File: config.mk
export PLATFORM = sky130hd
export DESIGN_NAME = partition_fit_allocator_top
export DESIGN_NICKNAME = d
export VERILOG_FILES = /design/src/rtl/pfa_pkg.sv /design/src/rtl/pfa_table.sv /design/src/rtl/partition_fit_allocator_top.sv
export SDC_FILE = /design/constraint.sdc
export NUM_CORES = 1
export LEC_CHECK = 0
export ABC_CLOCK_PERIOD_IN_PS = 11700
export BUFFER_PORTS_ARGS = -buffer_cell sky130_fd_sc_hd__clkbuf_2
export CORE_ASPECT_RATIO = 0.8
export CORE_MARGIN = 2
export CORE_UTILIZATION = 65
export DETAILED_ROUTE_END_ITERATION = 7
export PLACE_DENSITY = 0.94
export SYNTH_ARGS = -nofsm -noshare
export SYNTH_HDL_FRONTEND = slang
export SYNTH_SLANG_ARGS = --single-unit
File: constraint.sdc
create_clock -name aclk -period 11.7 [get_ports aclk]
set_input_delay 1.17 -clock aclk [delete_from_list [all_inputs] [get_ports aclk]]
set_output_delay 1.17 -clock aclk [all_outputs]
set_load 0.005 [all_outputs]
File: src/rtl/pfa_pkg.sv
// ----------------------------------------------------------------------------
// pfa_pkg - partition fit allocator shared definitions
// Default sizes, transaction codes, placement modes and register indexes.
// ----------------------------------------------------------------------------
package pfa_pkg;

    localparam int DEF_PARTITIONS = 16;
    localparam int DEF_SIZE_BITS  = 16;

    // input field widths
    localparam int FUNC_W  = 1;
    localparam int PIDX_W  = 4;
    localparam int SIZE_W  = 16;

    // output field widths
    localparam int STATUS_W = 2;

    // config port
    localparam int CFG_IDX_W  = 1;
    localparam int CFG_DATA_W = 5;
    localparam int MODE_W     = 2;
    localparam int NUMP_W     = 5;

    localparam logic [CFG_IDX_W-1:0] CFG_ALLOC_MODE     = 1'd0;
    localparam logic [CFG_IDX_W-1:0] CFG_NUM_PARTITIONS = 1'd1;

    localparam logic [MODE_W-1:0]   MODE_RESET = 2'd0;
    localparam logic [NUMP_W-1:0]   NUMP_RESET = 5'd16;

    // transaction kinds
    localparam logic [FUNC_W-1:0] FUNC_LOAD    = 1'b0;
    localparam logic [FUNC_W-1:0] FUNC_REQUEST = 1'b1;

    // placement modes (any other code acts as first fit)
    localparam logic [MODE_W-1:0] MODE_FIRST = 2'd0;
    localparam logic [MODE_W-1:0] MODE_BEST  = 2'd1;
    localparam logic [MODE_W-1:0] MODE_WORST = 2'd2;

    // result status
    localparam logic [STATUS_W-1:0] STAT_DONE   = 2'd0;
    localparam logic [STATUS_W-1:0] STAT_NOFIT  = 2'd1;
    localparam logic [STATUS_W-1:0] STAT_BADIDX = 2'd2;

endpackage

File: src/rtl/pfa_table.sv
// ----------------------------------------------------------------------------
// pfa_table - free space table
// One-port-write, one-port-read synchronous RAM with per-entry valid bits;
// an entry never written since reset reads as zero.
// ----------------------------------------------------------------------------
module pfa_table #(
    parameter int PARTITIONS = pfa_pkg::DEF_PARTITIONS,
    parameter int SIZE_BITS  = pfa_pkg::DEF_SIZE_BITS,
    localparam int IW = (PARTITIONS > 1) ? $clog2(PARTITIONS) : 1
) (
    input  logic                 aclk,
    input  logic                 aresetn,
    input  logic                 wr_en,
    input  logic [IW-1:0]        wr_addr,
    input  logic [SIZE_BITS-1:0] wr_data,
    input  logic                 rd_en,
    input  logic [IW-1:0]        rd_addr,
    output logic [SIZE_BITS-1:0] rd_data
);

    logic [SIZE_BITS-1:0]  mem [PARTITIONS];
    logic [SIZE_BITS-1:0]  mem_q;
    logic [PARTITIONS-1:0] valid_reg;
    logic                  valid_q_reg;

    always_ff @(posedge aclk) begin
        if (wr_en) begin
            mem[wr_addr] <= wr_data;
        end
        if (rd_en) begin
            mem_q <= mem[rd_addr];
        end
    end

    always_ff @(posedge aclk) begin
        if (!aresetn) begin
            valid_reg   <= '0;
            valid_q_reg <= 1'b0;
        end else begin
            if (wr_en) begin
                valid_reg[wr_addr] <= 1'b1;
            end
            if (rd_en) begin
                valid_q_reg <= valid_reg[rd_addr];
            end
        end
    end

    assign rd_data = valid_q_reg ? mem_q : '0;

endmodule

File: src/rtl/partition_fit_allocator_top.sv
// ----------------------------------------------------------------------------
// partition_fit_allocator_top - first / best / worst fit partition allocator
// Loads partition sizes into a free space table and serves allocation
// requests by scanning the table and shrinking the chosen entry.
// ----------------------------------------------------------------------------
// Sequence: a load writes the table on acceptance, then moves its result to
//   the output slot from ST_DONE; a request scans L = min(num_partitions,
//   PARTITIONS) entries in ST_SCAN, then passes ST_LAST, ST_UPDATE and ST_DONE
//   (a count of zero skips the scan and goes straight to ST_UPDATE).
// Throughput: one transaction at a time, accepted only in ST_IDLE; ST_DONE
//   waits until the output slot is free. The scan makes one RAM read per cycle.
// Reset: synchronous, active low; the table reads as all zero after reset
//   (valid bits cleared at once, no clearing pass), mode first fit, 16 entries.
// ----------------------------------------------------------------------------
module partition_fit_allocator_top #(
    parameter int PARTITIONS = pfa_pkg::DEF_PARTITIONS,
    parameter int SIZE_BITS  = pfa_pkg::DEF_SIZE_BITS
) (
    input  logic                            aclk,
    input  logic                            aresetn,
    // configuration
    input  logic                            cfg_we,
    input  logic [pfa_pkg::CFG_IDX_W-1:0]   cfg_index,
    input  logic [pfa_pkg::CFG_DATA_W-1:0]  cfg_data,
    // input transactions
    input  logic                            s_valid,
    output logic                            s_ready,
    input  logic [pfa_pkg::FUNC_W-1:0]      s_func,
    input  logic [pfa_pkg::PIDX_W-1:0]      s_partition_index,
    input  logic [pfa_pkg::SIZE_W-1:0]      s_size,
    // result transactions
    output logic                            m_valid,
    input  logic                            m_ready,
    output logic [pfa_pkg::STATUS_W-1:0]    m_status,
    output logic [pfa_pkg::PIDX_W-1:0]      m_chosen_partition,
    output logic [pfa_pkg::SIZE_W-1:0]      m_remaining_after
);

    // table address width, scan count width (holds PARTITIONS itself),
    // and a compare width covering both the table word and the request size
    localparam int IW = (PARTITIONS > 1) ? $clog2(PARTITIONS) : 1;
    localparam int CW = $clog2(PARTITIONS + 1);
    localparam int XW = (SIZE_BITS > pfa_pkg::SIZE_W) ? SIZE_BITS : pfa_pkg::SIZE_W;

    localparam logic [2:0] ST_IDLE   = 3'd0;
    localparam logic [2:0] ST_SCAN   = 3'd1;  // issuing table reads
    localparam logic [2:0] ST_LAST   = 3'd2;  // last read data arriving
    localparam logic [2:0] ST_UPDATE = 3'd3;  // write back chosen entry
    localparam logic [2:0] ST_DONE   = 3'd4;  // hand result to output slot

    // ---------------------------------------------------------------- config
    logic [pfa_pkg::MODE_W-1:0] mode_reg;
    logic [pfa_pkg::NUMP_W-1:0] nump_reg;

    always_ff @(posedge aclk) begin
        if (!aresetn) begin
            mode_reg <= pfa_pkg::MODE_RESET;
            nump_reg <= pfa_pkg::NUMP_RESET;
        end else if (cfg_we) begin
            case (cfg_index)
                pfa_pkg::CFG_ALLOC_MODE:     mode_reg <= cfg_data[pfa_pkg::MODE_W-1:0];
                pfa_pkg::CFG_NUM_PARTITIONS: nump_reg <= cfg_data[pfa_pkg::NUMP_W-1:0];
                default: ;
            endcase
        end
    end

    // search count, clamped to the table depth
    logic [CW-1:0] limit;
    assign limit = (32'(nump_reg) > 32'(PARTITIONS)) ? CW'(PARTITIONS) : CW'(nump_reg);

    // ------------------------------------------------------------ sequencer
    logic [2:0]                   state_reg;
    logic [pfa_pkg::SIZE_W-1:0]   size_reg;       // requested size
    logic [CW-1:0]                rd_cnt_reg;     // next address to issue
    logic [CW-1:0]                limit_reg;
    logic                         rd_pend_reg;    // read data valid this cycle
    logic [IW-1:0]                rd_idx_reg;     // address of that data
    logic                         found_reg;
    logic [SIZE_BITS-1:0]         best_reg;
    logic [IW-1:0]                best_idx_reg;

    // pending result, moved to the output slot in ST_DONE
    logic [pfa_pkg::STATUS_W-1:0] res_status_reg;
    logic [pfa_pkg::PIDX_W-1:0]   res_idx_reg;
    logic [pfa_pkg::SIZE_W-1:0]   res_rem_reg;

    logic                         m_valid_reg;
    logic [pfa_pkg::STATUS_W-1:0] m_status_reg;
    logic [pfa_pkg::PIDX_W-1:0]   m_idx_reg;
    logic [pfa_pkg::SIZE_W-1:0]   m_rem_reg;

    logic                 s_fire;
    logic                 load_bad;
    logic                 slot_free;

    logic                 tbl_wr_en;
    logic [IW-1:0]        tbl_wr_addr;
    logic [SIZE_BITS-1:0] tbl_wr_data;
    logic                 tbl_rd_en;
    logic [SIZE_BITS-1:0] tbl_rd_data;

    logic                 fits;
    logic                 take;
    logic [XW-1:0]        space_x;
    logic [XW-1:0]        size_x;
    logic [XW-1:0]        best_x;
    logic [SIZE_BITS-1:0] best_left;

    assign s_ready   = (state_reg == ST_IDLE);
    assign s_fire    = s_valid && s_ready;
    assign load_bad  = (32'(s_partition_index) >= 32'(PARTITIONS));
    assign slot_free = !m_valid_reg || m_ready;

    // candidate compare against the running pick; ties keep the lower index
    assign space_x = XW'(tbl_rd_data);
    assign size_x  = XW'(size_reg);
    assign best_x  = XW'(best_reg);
    assign fits    = (space_x >= size_x);
    assign take    = fits && (!found_reg
                     || ((mode_reg == pfa_pkg::MODE_BEST)  && (space_x < best_x))
                     || ((mode_reg == pfa_pkg::MODE_WORST) && (space_x > best_x)));

    assign best_left = SIZE_BITS'(best_x - size_x);

    // table accesses: loads write on acceptance, requests write at update
    always_comb begin
        tbl_wr_en   = 1'b0;
        tbl_wr_addr = best_idx_reg;
        tbl_wr_data = best_left;
        if (s_fire && (s_func == pfa_pkg::FUNC_LOAD) && !load_bad) begin
            tbl_wr_en   = 1'b1;
            tbl_wr_addr = IW'(s_partition_index);
            tbl_wr_data = SIZE_BITS'(s_size);
        end else if ((state_reg == ST_UPDATE) && found_reg) begin
            tbl_wr_en = 1'b1;
        end
    end

    assign tbl_rd_en = (state_reg == ST_SCAN);

    always_ff @(posedge aclk) begin
        if (!aresetn) begin
            state_reg   <= ST_IDLE;
            rd_pend_reg <= 1'b0;
            found_reg   <= 1'b0;
        end else begin
            rd_pend_reg <= tbl_rd_en;
            case (state_reg)
                ST_IDLE: begin
                    if (s_fire) begin
                        size_reg   <= s_size;
                        found_reg  <= 1'b0;
                        rd_cnt_reg <= '0;
                        limit_reg  <= limit;
                        if (s_func == pfa_pkg::FUNC_LOAD) begin
                            if (load_bad) begin
                                res_status_reg <= pfa_pkg::STAT_BADIDX;
                                res_idx_reg    <= '0;
                                res_rem_reg    <= '0;
                            end else begin
                                res_status_reg <= pfa_pkg::STAT_DONE;
                                res_idx_reg    <= s_partition_index;
                                res_rem_reg    <= pfa_pkg::SIZE_W'(SIZE_BITS'(s_size));
                            end
                            state_reg <= ST_DONE;
                        end else if (limit == '0) begin
                            state_reg <= ST_UPDATE;
                        end else begin
                            state_reg <= ST_SCAN;
                        end
                    end
                end
                ST_SCAN: begin
                    rd_idx_reg <= rd_cnt_reg[IW-1:0];
                    rd_cnt_reg <= rd_cnt_reg + 1'b1;
                    if (rd_cnt_reg == limit_reg - 1'b1) begin
                        state_reg <= ST_LAST;
                    end
                end
                ST_LAST: begin
                    state_reg <= ST_UPDATE;
                end
                ST_UPDATE: begin
                    if (found_reg) begin
                        res_status_reg <= pfa_pkg::STAT_DONE;
                        res_idx_reg    <= pfa_pkg::PIDX_W'(best_idx_reg);
                        res_rem_reg    <= pfa_pkg::SIZE_W'(best_left);
                    end else begin
                        res_status_reg <= pfa_pkg::STAT_NOFIT;
                        res_idx_reg    <= '0;
                        res_rem_reg    <= '0;
                    end
                    state_reg <= ST_DONE;
                end
                ST_DONE: begin
                    if (slot_free) begin
                        state_reg <= ST_IDLE;
                    end
                end
                default: begin
                    state_reg <= ST_IDLE;
                end
            endcase

            // evaluate read data as it returns (during scan and its tail)
            if (rd_pend_reg && take) begin
                found_reg    <= 1'b1;
                best_reg     <= tbl_rd_data;
                best_idx_reg <= rd_idx_reg;
            end
        end
    end

    // ---------------------------------------------------------- output slot
    always_ff @(posedge aclk) begin
        if (!aresetn) begin
            m_valid_reg <= 1'b0;
        end else if ((state_reg == ST_DONE) && slot_free) begin
            m_valid_reg  <= 1'b1;
            m_status_reg <= res_status_reg;
            m_idx_reg    <= res_idx_reg;
            m_rem_reg    <= res_rem_reg;
        end else if (m_ready) begin
            m_valid_reg <= 1'b0;
        end
    end

    assign m_valid            = m_valid_reg;
    assign m_status           = m_status_reg;
    assign m_chosen_partition = m_idx_reg;
    assign m_remaining_after  = m_rem_reg;

    // ---------------------------------------------------------------- table
    pfa_table #(
        .PARTITIONS (PARTITIONS),
        .SIZE_BITS  (SIZE_BITS)
    ) u_table (
        .aclk    (aclk),
        .aresetn (aresetn),
        .wr_en   (tbl_wr_en),
        .wr_addr (tbl_wr_addr),
        .wr_data (tbl_wr_data),
        .rd_en   (tbl_rd_en),
        .rd_addr (rd_cnt_reg[IW-1:0]),
        .rd_data (tbl_rd_data)
    );

`ifndef SYNTH
    // no read data left in flight once a new transaction can be taken
    a_idle_no_read: assert property (@(posedge aclk) disable iff (!aresetn)
        (state_reg == ST_IDLE) |-> !rd_pend_reg)
        else $error("read data pending while idle");

    // table writes only on a load acceptance or the request write-back
    a_write_window: assert property (@(posedge aclk) disable iff (!aresetn)
        tbl_wr_en |-> ((state_reg == ST_IDLE) || (state_reg == ST_UPDATE)))
        else $error("table write outside load or update");

    // a granted entry always holds at least the requested size
    a_grant_fits: assert property (@(posedge aclk) disable iff (!aresetn)
        ((state_reg == ST_UPDATE) && found_reg) |-> (best_x >= size_x))
        else $error("granted entry smaller than request");

    // a pending result is never overwritten before it is taken
    a_slot_hold: assert property (@(posedge aclk) disable iff (!aresetn)
        (m_valid_reg && !m_ready) |=> (m_valid_reg && $stable(m_status_reg)
                                      && $stable(m_idx_reg) && $stable(m_rem_reg)))
        else $error("result slot overwritten while stalled");
`endif

endmodule
==> impl_metrics.py, run 1 <==
metrics = {
    "routing": {
        "drtIter0Drc": 1325,
        "wl_per_cell_um": 29.9,
        "first_pass_iters": 7,
        "wl_um": 42100,
        "viasPerCell": 6.88,
        "final_antenna_net_count": 0,
        "drc": 0,
        "num_vias": 9685,
    },
    "power_and_ir_drop": {
        "peakVddDrop_mv": 0.155,
        "p_switching_mw": 0.777,
        "pwr-share-clk_pct": 37.5,
        "p_comb_share_pct": 11.3,
        "cellPowerDensity_nw_per_um2": 173,
        "swShare_pct": 24.2,
        "leakagePower_nw": 6.39,
        "p_int_mw": 2.44,
        "power.total_mw": 3.21,
        "p_seq_share_pct": 51.2,
    },
    "clock_network": {
        "cts_max_path_buffers": 3,
        "ctsResizeCount": 0,
        "numCtsBuffers": 38,
        "cts_sinks": 394,
        "hold_buffers": 0,
        "clk_pin_slew_worst_paths_ns": 0.06,
        "cts_tree": "built",
        "cts_root_buf": "clkbuf_16",
        "post_cts_buffers": 0,
        "clk_latency_ns": 0.55,
        "htree_levels": 2,
    },
    "flow_run": {
        "maxCapViolCount": 0,
    },
    "yosys": {
        "syn_area_per_cell_um2": 17.0,
        "yosysSeqAreaShare_pct": 69.1,
        "netlist_instances": 984,
        "synthArstFlopShare_pct": 0,
        "synth_seq_cells": 394,
        "yosysUniqueCellTypes": 65,
        "ys_warn_count": 0,
        "syn_area_um2": 16700,
        "mappedNetlistNets": 1063,
        "synthFlopType": "edfxtp_1",
        "synth_enable_flop_cells": 364,
    },
    "global_routing": {
        "grt_pass1_vias": 9575,
        "antenna_found_initial": 3,
        "grt_use_total_pct": 32.3,
        "grt_max_degree": 72,
        "grt_first_pass_wirelength_um": 61900,
        "grt_overflow": 0,
    },
    "floorplan": {
        "placementRows": 52,
        "die_w_um": 183,
        "core_um2": 25200,
        "die_h_um": 147,
        "start_util_pct": 66.1,
        "die_area_um2": 27000,
        "io_pins": 56,
    },
    "finish": {
        "layout.nets": 1130,
        "multiInputGateArea_um2": 4830,
        "largest_reg_flops": 256,
        "drive_above_1_share_pct": 22.5,
        "regArea_um2": 11500,
        "top_register": "u_table.mem",
        "nFillCells": 1449,
        "area_growth_pct": 11.1,
    },
    "timing": {
        "setup_tns_ns": 0,
        "min_period_ns": 3.71,
        "fmax_ghz": 0.270,
        "hold_violations": 0,
        "grt_setup_unrepaired": "false",
        "tightest_slew_ns": 1.14,
        "period_share_pct": 31.7,
        "drv_slew": 0,
        "setup_violations": 0,
        "fin_worst_skew_ns": 0.0275,
        "max-slew-margin-rel_pct": 23.6,
    },
    "worst_hold_path": {
        "min_path_type": "flop to flop",
    },
    "outcome": {
        "outcome": "complete, no violations",
    },
    "place": {
        "hpwlAfterDp_um": 26700,
        "gp_congestion": 0.908,
        "io_buffers": 54,
    },
    "setup_path": {
        "arrival_ns": 3.86,
        "critPathKind": "flop to flop",
        "critPathMaxFanout": 17,
        "required_ns": 11.85,
        "start_kind": "flop",
        "worst_setup_path_end_kind": "flop",
    },
}
## final timing paths
kind                                   from                              end  slack (ns)  cells past startpoint
setup / recovery     found_reg$_SDFFE_PN0P_     u_table.mem[11][6]$_DFFE_PP_        7.99                      5
hold / removal    res_rem_reg[13]$_DFFE_PP_  m_remaining_after[13]$_DFFE_PP_        0.42                      0
setup reg to reg     found_reg$_SDFFE_PN0P_     u_table.mem[11][6]$_DFFE_PP_        7.99                      5
hold reg to reg   res_rem_reg[13]$_DFFE_PP_  m_remaining_after[13]$_DFFE_PP_        0.42                      0
## cells in the mapped netlist (20+ instances only)
library cell,number,share of area [%]
ha_1,46,3.4
and2_1,22,0.82
o21ai_0,22,0.66
clkbuf_1,25,0.56
nand2_1,56,1.3
nor2_1,41,0.92
inv_1,44,0.99
dfxtp_1,30,3.6
nand3_1,24,0.72
o21a_1,20,0.90
edfxtp_1,364,66
mux4_2,85,11
## cells in the final DEF (no fill, tap or decap), types with 6 or more instances in the layout
master	netlist	layout
edfxtp_1	364	364
nand2_1	56	56
o21a_1	20	20
nor2_1	41	29
mux2_2	6	6
and2_1	22	22
a211oi_1	7	7
nor2b_1	6	6
clkbuf_1	25	11
buf_4	4	16
and3_1	7	7
nand2b_1	8	8
ha_1	46	46
a31oi_1	7	6
inv_1	44	44
dfxtp_1	30	30
a22o_1	9	9
o31ai_1	7	7
xnor2_1	11	11
clkbuf_16	0	39
a21oi_1	17	17
mux4_2	85	85
a21o_1	9	9
o21ai_0	22	21
clkbuf_2	0	54
nor3_1	14	13
clkinv_2	0	8
nand3_1	24	24
xor2_1	10	10
nor2_2	5	17
a21boi_0	9	8
## final cells by class
class / instances / share of cell area, %
Timing Repair Buffer: 70 / 2.11
Tap cell: 324 / 2.19
Inverter: 45 / 0.911
Clock inverter: 18 / 0.985
Sequential cell: 394 / 62.2
Antenna cell: 5 / 0.0675
Multi-Input combinational cell: 502 / 26.0
Clock buffer: 50 / 5.49
## per-layer routing
layer	routed length [um]	part of all wire [%]	global-route usage, %
met1	15300	36	44.7
met4	1210	2.9	9.44
met3	4650	11	5.80
met2	20900	50	53.6
met5	0	0	0
## power by group through the flow
| stage | clock network, mW | logic [mW] | registers (mW) |
|---|---|---|---|
| after floorplan | 0 | 0.230 | 1.66 |
| after global placement | 0 | 0.335 | 1.67 |
| after detailed placement | 0 | 0.352 | 1.67 |
| after CTS | 1.21 | 0.360 | 1.64 |
| after global routing | 1.26 | 0.383 | 1.65 |
| final | 1.21 | 0.364 | 1.64 |
## critical path: stages, from the launching register on
cell      delay [ns]
dfxtp_1         0.64
clkinv_1        0.43
nor2_1          0.85
and3_1          0.29
a31oi_1         0.15
nor2_2          0.93
## kinds of logic (layout without fill, tap and decap cells)
family | Yosys count | count (layout) | share of synthesized area (%)
compound gates | 132 | 132 | 5.68
buf+inv | 88 | 183 | 2.25
simple gates | 207 | 207 | 6.21
fa+ha+maj | 47 | 47 | 3.57
flops | 394 | 394 | 69.1
mux | 94 | 94 | 12.1
xor+xnor | 21 | 21 | 1.10
other cells | 1 | 6 | 0.0225
## per-stage QoR
step	setup slack, ns	cell area (um2)	hold WS [ns]	std cells	util (%)
4_1_cts	8.14	18500	0.419	1403	73.4
3_3_place_gp	7.97	17300	0.401	1335	68.6
6_report	7.99	18500	0.417	1408	73.4
2_1_floorplan	7.51	16700	0.400	984	-
5_1_grt	7.82	18500	0.421	1403	73.4
3_5_place_dp	7.91	17300	0.405	1335	68.6
(Power assumes the default switching activity.)
==> inputs of run 2 (changes only) <==
Settings changed: ABC_CLOCK_PERIOD_IN_PS 11700 to 3500, CORE_UTILIZATION 65 to 62, PLACE_DENSITY 0.94 to 0.91.
Clock period 11.7 ns to 3.5 ns, I/O delays scaled along.
==> impl_metrics.py, run 2 (synthesis gave the netlist of run 1 again) <==
metrics = {
    "routing": {
        "viasPerCell": 6.52,
        "final_antenna_net_count": 0,
        "wl_per_cell_um": 26.4,
        "first_pass_iters": 5,
        "drc": 0,
        "wl_um": 38800,
        "drtIter0Drc": 1219,
        "num_vias": 9596,
    },
    "power_and_ir_drop": {
        "p_int_mw": 8.23,
        "cellPowerDensity_nw_per_um2": 566,
        "p_switching_mw": 2.48,
        "p_comb_share_pct": 10.7,
        "leakagePower_nw": 6.59,
        "peakVddDrop_mv": 0.451,
        "p_seq_share_pct": 51.4,
        "pwr-share-clk_pct": 37.9,
        "power.total_mw": 10.7,
        "swShare_pct": 23.2,
    },
    "clock_network": {
        "clk_pin_slew_worst_paths_ns": 0.06,
        "hold_buffers": 0,
        "cts_root_buf": "clkbuf_16",
        "post_cts_buffers": 0,
        "cts_tree": "built",
        "cts_max_path_buffers": 3,
        "clk_latency_ns": 0.53,
        "numCtsBuffers": 38,
        "cts_sinks": 394,
        "ctsResizeCount": 0,
        "htree_levels": 2,
    },
    "setup_path": {
        "worst_setup_path_end_kind": "flop",
        "cp_num_buf_inv": 2,
        "cpPeakStageDelay_ns": 0.41,
        "path_common_cell": "inv_1",
        "start_kind": "flop",
        "crit_family": "compound AO/OA/AOI/OAI gates",
        "required_ns": 3.74,
        "cpMaxStageDelayCell": "edfxtp_1",
        "arrival_ns": 3.33,
        "critPathMaxFanout": 16,
        "path_cells": "inv_1 > ha_1 > inv_1 > fa_1 > a21o_1 > a221o_1 > a211oi_1 > o21ai_0 > xor2_1 > mux2_2",
        "critPathKind": "flop to flop",
    },
    "timing": {
        "hold_ws_ns": 0.0382,
        "fin_worst_skew_ns": 0.0120,
        "drv_slew": 0,
        "grt_setup_unrepaired": "false",
        "fmax_ghz": 0.323,
        "setup_violations": 0,
        "tightest_slew_ns": 1.04,
        "setup_tns_ns": 0,
        "min_period_ns": 3.09,
        "setup_slack_ns": 0.407,
        "period_share_pct": 88.4,
        "max-slew-margin-rel_pct": 30.7,
        "hold_violations": 0,
    },
    "floorplan": {
        "die_w_um": 187,
        "die_h_um": 151,
        "placementRows": 53,
        "io_pins": 56,
        "core_um2": 26400,
        "die_area_um2": 28200,
        "start_util_pct": 63.2,
    },
    "global_routing": {
        "grt_max_degree": 37,
        "grt_use_total_pct": 28.4,
        "grt_overflow": 0,
        "grt_pass1_vias": 9580,
        "antenna_found_initial": 1,
        "grt_first_pass_wirelength_um": 58300,
    },
    "outcome": {
        "outcome": "complete, no violations",
    },
    "finish": {
        "layout.cells.non_filler": 1471,
        "regArea_um2": 11500,
        "top_register": "u_table.mem",
        "drive_above_1_share_pct": 25.0,
        "nFillCells": 1590,
        "area_growth_pct": 13.4,
        "post-route-util_pct": 71.7,
        "layout_commonest_cell": "edfxtp_1",
        "design_area_um2": 18900,
        "layout.nets": 1164,
        "diodes": 0,
        "final_cell_mix": "edfxtp_1, mux4_2, nand2_1",
        "largest_reg_flops": 256,
        "multiInputGateArea_um2": 4820,
    },
    "place": {
        "gp_congestion": 0.898,
        "place_area_um2": 17700,
        "placedCellCount": 1402,
        "preCtsSetupSlack_ns": 0.454,
        "hpwlAfterDp_um": 24200,
        "io_buffers": 54,
    },
    "worst_hold_path": {
        "min_path_type": "input pin to flop",
    },
    "flow_run": {
        "maxCapViolCount": 0,
    },
}
==> run 2: cell count changes in the layout (fill, tap and decap cells not counted), sizes merged <==
cell,previous run,this run
buf,16,50
inv,46,45
clkinvlp,0,2
diode,5,0
clkbuf,104,106
clkinv,14,12
==> run 2: final timing paths <==
check / from / to / slack [ns] / cells past startpoint
max reg2reg: best_reg[0]$_DFFE_PP_ / u_table.mem[9][12]$_DFFE_PP_ / 0.41 / 10
max: best_reg[0]$_DFFE_PP_ / u_table.mem[9][12]$_DFFE_PP_ / 0.41 / 10
min: s_size[4] / size_reg[4]$_DFFE_PP_ / 0.04 / 1
min reg2reg: res_rem_reg[11]$_DFFE_PP_ / m_remaining_after[11]$_DFFE_PP_ / 0.42 / 0
==> run 2: cell type report <==
type | instances | share of cell area (%)
Inverter | 45 | 0.892
Timing Repair Buffer | 104 | 3.81
Tap cell | 357 | 2.36
Multi-Input combinational cell | 502 | 25.5
Clock inverter | 17 | 1.00
Clock buffer | 52 | 5.52
Sequential cell | 394 | 60.9
==> run 2: power groups by stage <==
stage / logic (mW) / clock network, mW / registers, mW
after floorplan: 0.771 / 0 / 5.55
after global placement: 1.08 / 0 / 5.59
after detailed placement: 1.12 / 0 / 5.60
after CTS: 1.14 / 4.08 / 5.50
after global routing: 1.23 / 4.26 / 5.51
final: 1.15 / 4.06 / 5.50
==> run 2: worst reg2reg max path: cells and delay by family, from the launching register on <==
family	cells	cell delay [ns]
compound gates	4	1.12
xor+xnor	1	0.18
mux	1	0.40
buf+inv	2	0.12
fa+ha+maj	2	0.55
flops	1	0.41
==> run 2: routing by layer <==
metal	part of all wire, %	wire (um)	track usage (%)	vias up
met5	0	0	0	-
met4	2.5	973	7.87	0
met3	11	4390	5.85	88
met2	47	18200	46.1	664
met1	39	15300	40.3	4765
li1	-	-	-	4079
==> inputs of run 3 (changes only) <==
--- a/config.mk
+++ b/config.mk
@@ -9,7 +9,9 @@
 export BUFFER_PORTS_ARGS = -buffer_cell sky130_fd_sc_hd__clkbuf_2
+export CELL_PAD_IN_SITES_DETAIL_PLACEMENT = 1
+export CELL_PAD_IN_SITES_GLOBAL_PLACEMENT = 2
 export CORE_ASPECT_RATIO = 0.8
 export CORE_MARGIN = 2
-export CORE_UTILIZATION = 62
+export CORE_UTILIZATION = 47
 export DETAILED_ROUTE_END_ITERATION = 7
-export PLACE_DENSITY = 0.91
+export PLACE_DENSITY = 0.9
 export SYNTH_ARGS = -nofsm -noshare
==> constraint.sdc (replaced) <==
create_clock -name aclk -period 3.5 [get_ports aclk]
set_input_delay 0.175 -clock aclk [delete_from_list [all_inputs] [get_ports aclk]]
set_output_delay 0.175 -clock aclk [all_outputs]
set_load 0.005 [all_outputs]
==> impl_metrics.py, run 3 (synthesis gave the netlist of run 1 again) <==
metrics = {
    "worst_hold_path": {
        "min_path_type": "input pin to flop",
    },
    "timing": {
        "grt_setup_unrepaired": "false",
        "fin_worst_skew_ns": 0.0112,
        "setup_tns_ns": 0,
        "setup_violations": 0,
        "max-slew-margin-rel_pct": 24.0,
        "drv_slew": 0,
        "hold_violations": 0,
        "fmax_ghz": 0.311,
        "period_share_pct": 91.8,
        "tightest_slew_ns": 1.14,
        "setup_slack_ns": 0.286,
        "min_period_ns": 3.21,
    },
    "routing": {
        "viasPerCell": 5.91,
        "drtIter0Drc": 882,
        "final_antenna_net_count": 0,
        "drc": 0,
        "first_pass_iters": 5,
        "num_vias": 9460,
        "wl_per_cell_um": 26.0,
        "wl_um": 41600,
    },
    "finish": {
        "largest_reg_flops": 256,
        "layout.nets": 1179,
        "multiInputGateArea_um2": 4820,
        "design_area_um2": 19200,
        "final_cell_mix": "edfxtp_1, mux4_2, nand2_1",
        "nFillCells": 3258,
        "drive_above_1_share_pct": 23.8,
        "layout_commonest_cell": "edfxtp_1",
        "regArea_um2": 11500,
        "area_growth_pct": 15.0,
        "top_register": "u_table.mem",
        "diodes": 0,
    },
    "clock_network": {
        "cts_max_path_buffers": 3,
        "numCtsBuffers": 39,
        "ctsResizeCount": 0,
        "cts_sinks": 394,
        "clk_latency_ns": 0.54,
        "cts_tree": "built",
        "htree_levels": 2,
        "cts_root_buf": "clkbuf_16",
        "clk_pin_slew_worst_paths_ns": 0.06,
    },
    "floorplan": {
        "die_area_um2": 37000,
        "core_um2": 34900,
        "start_util_pct": 47.8,
        "placementRows": 61,
        "die_w_um": 215,
        "io_pins": 56,
        "die_h_um": 173,
    },
    "place": {
        "io_buffers": 54,
        "hpwlAfterDp_um": 26100,
        "place_area_um2": 17700,
        "preCtsSetupSlack_ns": 0.406,
        "gp_congestion": 0.875,
    },
    "global_routing": {
        "grt_use_total_pct": 22.7,
        "grt_util_met3_pct": 3.85,
        "use_met1_pct": 30.3,
        "grt_pass1_vias": 10200,
        "gr-usage-met2_pct": 38.8,
        "grt.busiest_layer": "met2",
        "antenna_found_initial": 0,
        "grt_max_degree": 60,
        "grt_overflow": 0,
        "grt_first_pass_wirelength_um": 62900,
    },
    "power_and_ir_drop": {
        "swShare_pct": 23.5,
        "p_seq_share_pct": 51.1,
        "leakagePower_nw": 6.62,
        "peakVddDrop_mv": 0.397,
        "p_int_mw": 8.20,
        "pwr-share-clk_pct": 38.0,
        "p_comb_share_pct": 10.9,
        "p_switching_mw": 2.52,
        "cellPowerDensity_nw_per_um2": 559,
        "power.total_mw": 10.7,
    },
    "setup_path": {
        "required_ns": 3.75,
        "start_kind": "flop",
        "worst_setup_path_end_kind": "flop",
        "critPathMaxFanout": 16,
        "arrival_ns": 3.46,
        "critPathKind": "flop to flop",
    },
    "outcome": {
        "outcome": "complete, no violations",
    },
    "flow_run": {
        "maxCapViolCount": 0,
    },
}
==> run 3: what timing repair did <==
item / in CTS / in global routing
buffers inserted: 0 / 0
hold buffers: 25 / 0
endpoints found under the hold margin: 36 / 0
==> run 3: stage by stage <==
stage	hold slack (ns)	std cells	utilization, %
2_1_floorplan	0.274	984	-
3_3_place_gp	0.395	1506	50.8
3_5_place_dp	0.395	1506	50.8
4_1_cts	0.0123	1600	55.0
5_1_grt	0.0620	1600	55.0
6_report	0.0203	1600	55.0
==> run 3: worst paths after layout <==
check | start | end | slack (ns) | cells after the start
worst max register to register | best_reg[0]$_DFFE_PP_ | u_table.mem[4][12]$_DFFE_PP_ | 0.29 | 10
worst min register to register | res_idx_reg[1]$_DFFE_PP_ | m_chosen_partition[1]$_DFFE_PP_ | 0.42 | 0
worst max-delay path | best_reg[0]$_DFFE_PP_ | u_table.mem[4][12]$_DFFE_PP_ | 0.29 | 10
worst min-delay path | cfg_index | nump_reg[2]$_SDFFE_PN0P_ | 0.02 | 3
==> run 3: area by class of cell <==
cell class,count,area share (%)
Inverter,45,0.881
Sequential cell,394,60.1
Tap cell,472,3.08
Timing Repair Buffer,118,4.37
Clock inverter,19,0.841
Clock buffer,50,5.57
Multi-Input combinational cell,502,25.2
==> run 3: worst max-delay path: stages (launching register included) <==
cell and delay (ns):
edfxtp_1 0.41, inv_1 0.08, ha_1 0.16, inv_1 0.07
fa_1 0.43, a21o_1 0.21, a221o_1 0.40, a211oi_1 0.41
o21ai_0 0.17, xor2_1 0.17, mux2_2 0.40
==> run 3: metal layers <==
metal  vias to the layer above  wire, um
met5                         -         0
met4                         0       810
met3                        63      2250
met2                       280     21000
met1                      5006     17500
li1                       4111         -
==> run 3: power by group through the flow <==
stage          Clock [mW]  Sequential (mW)  Combinational, mW
2_1_floorplan           0             5.55              0.771
3_3_place_gp            0             5.57               1.09
3_5_place_dp            0             5.58               1.15
4_1_cts              4.14             5.48               1.18
5_1_grt              4.30             5.49               1.26
6_report             4.08             5.48               1.17
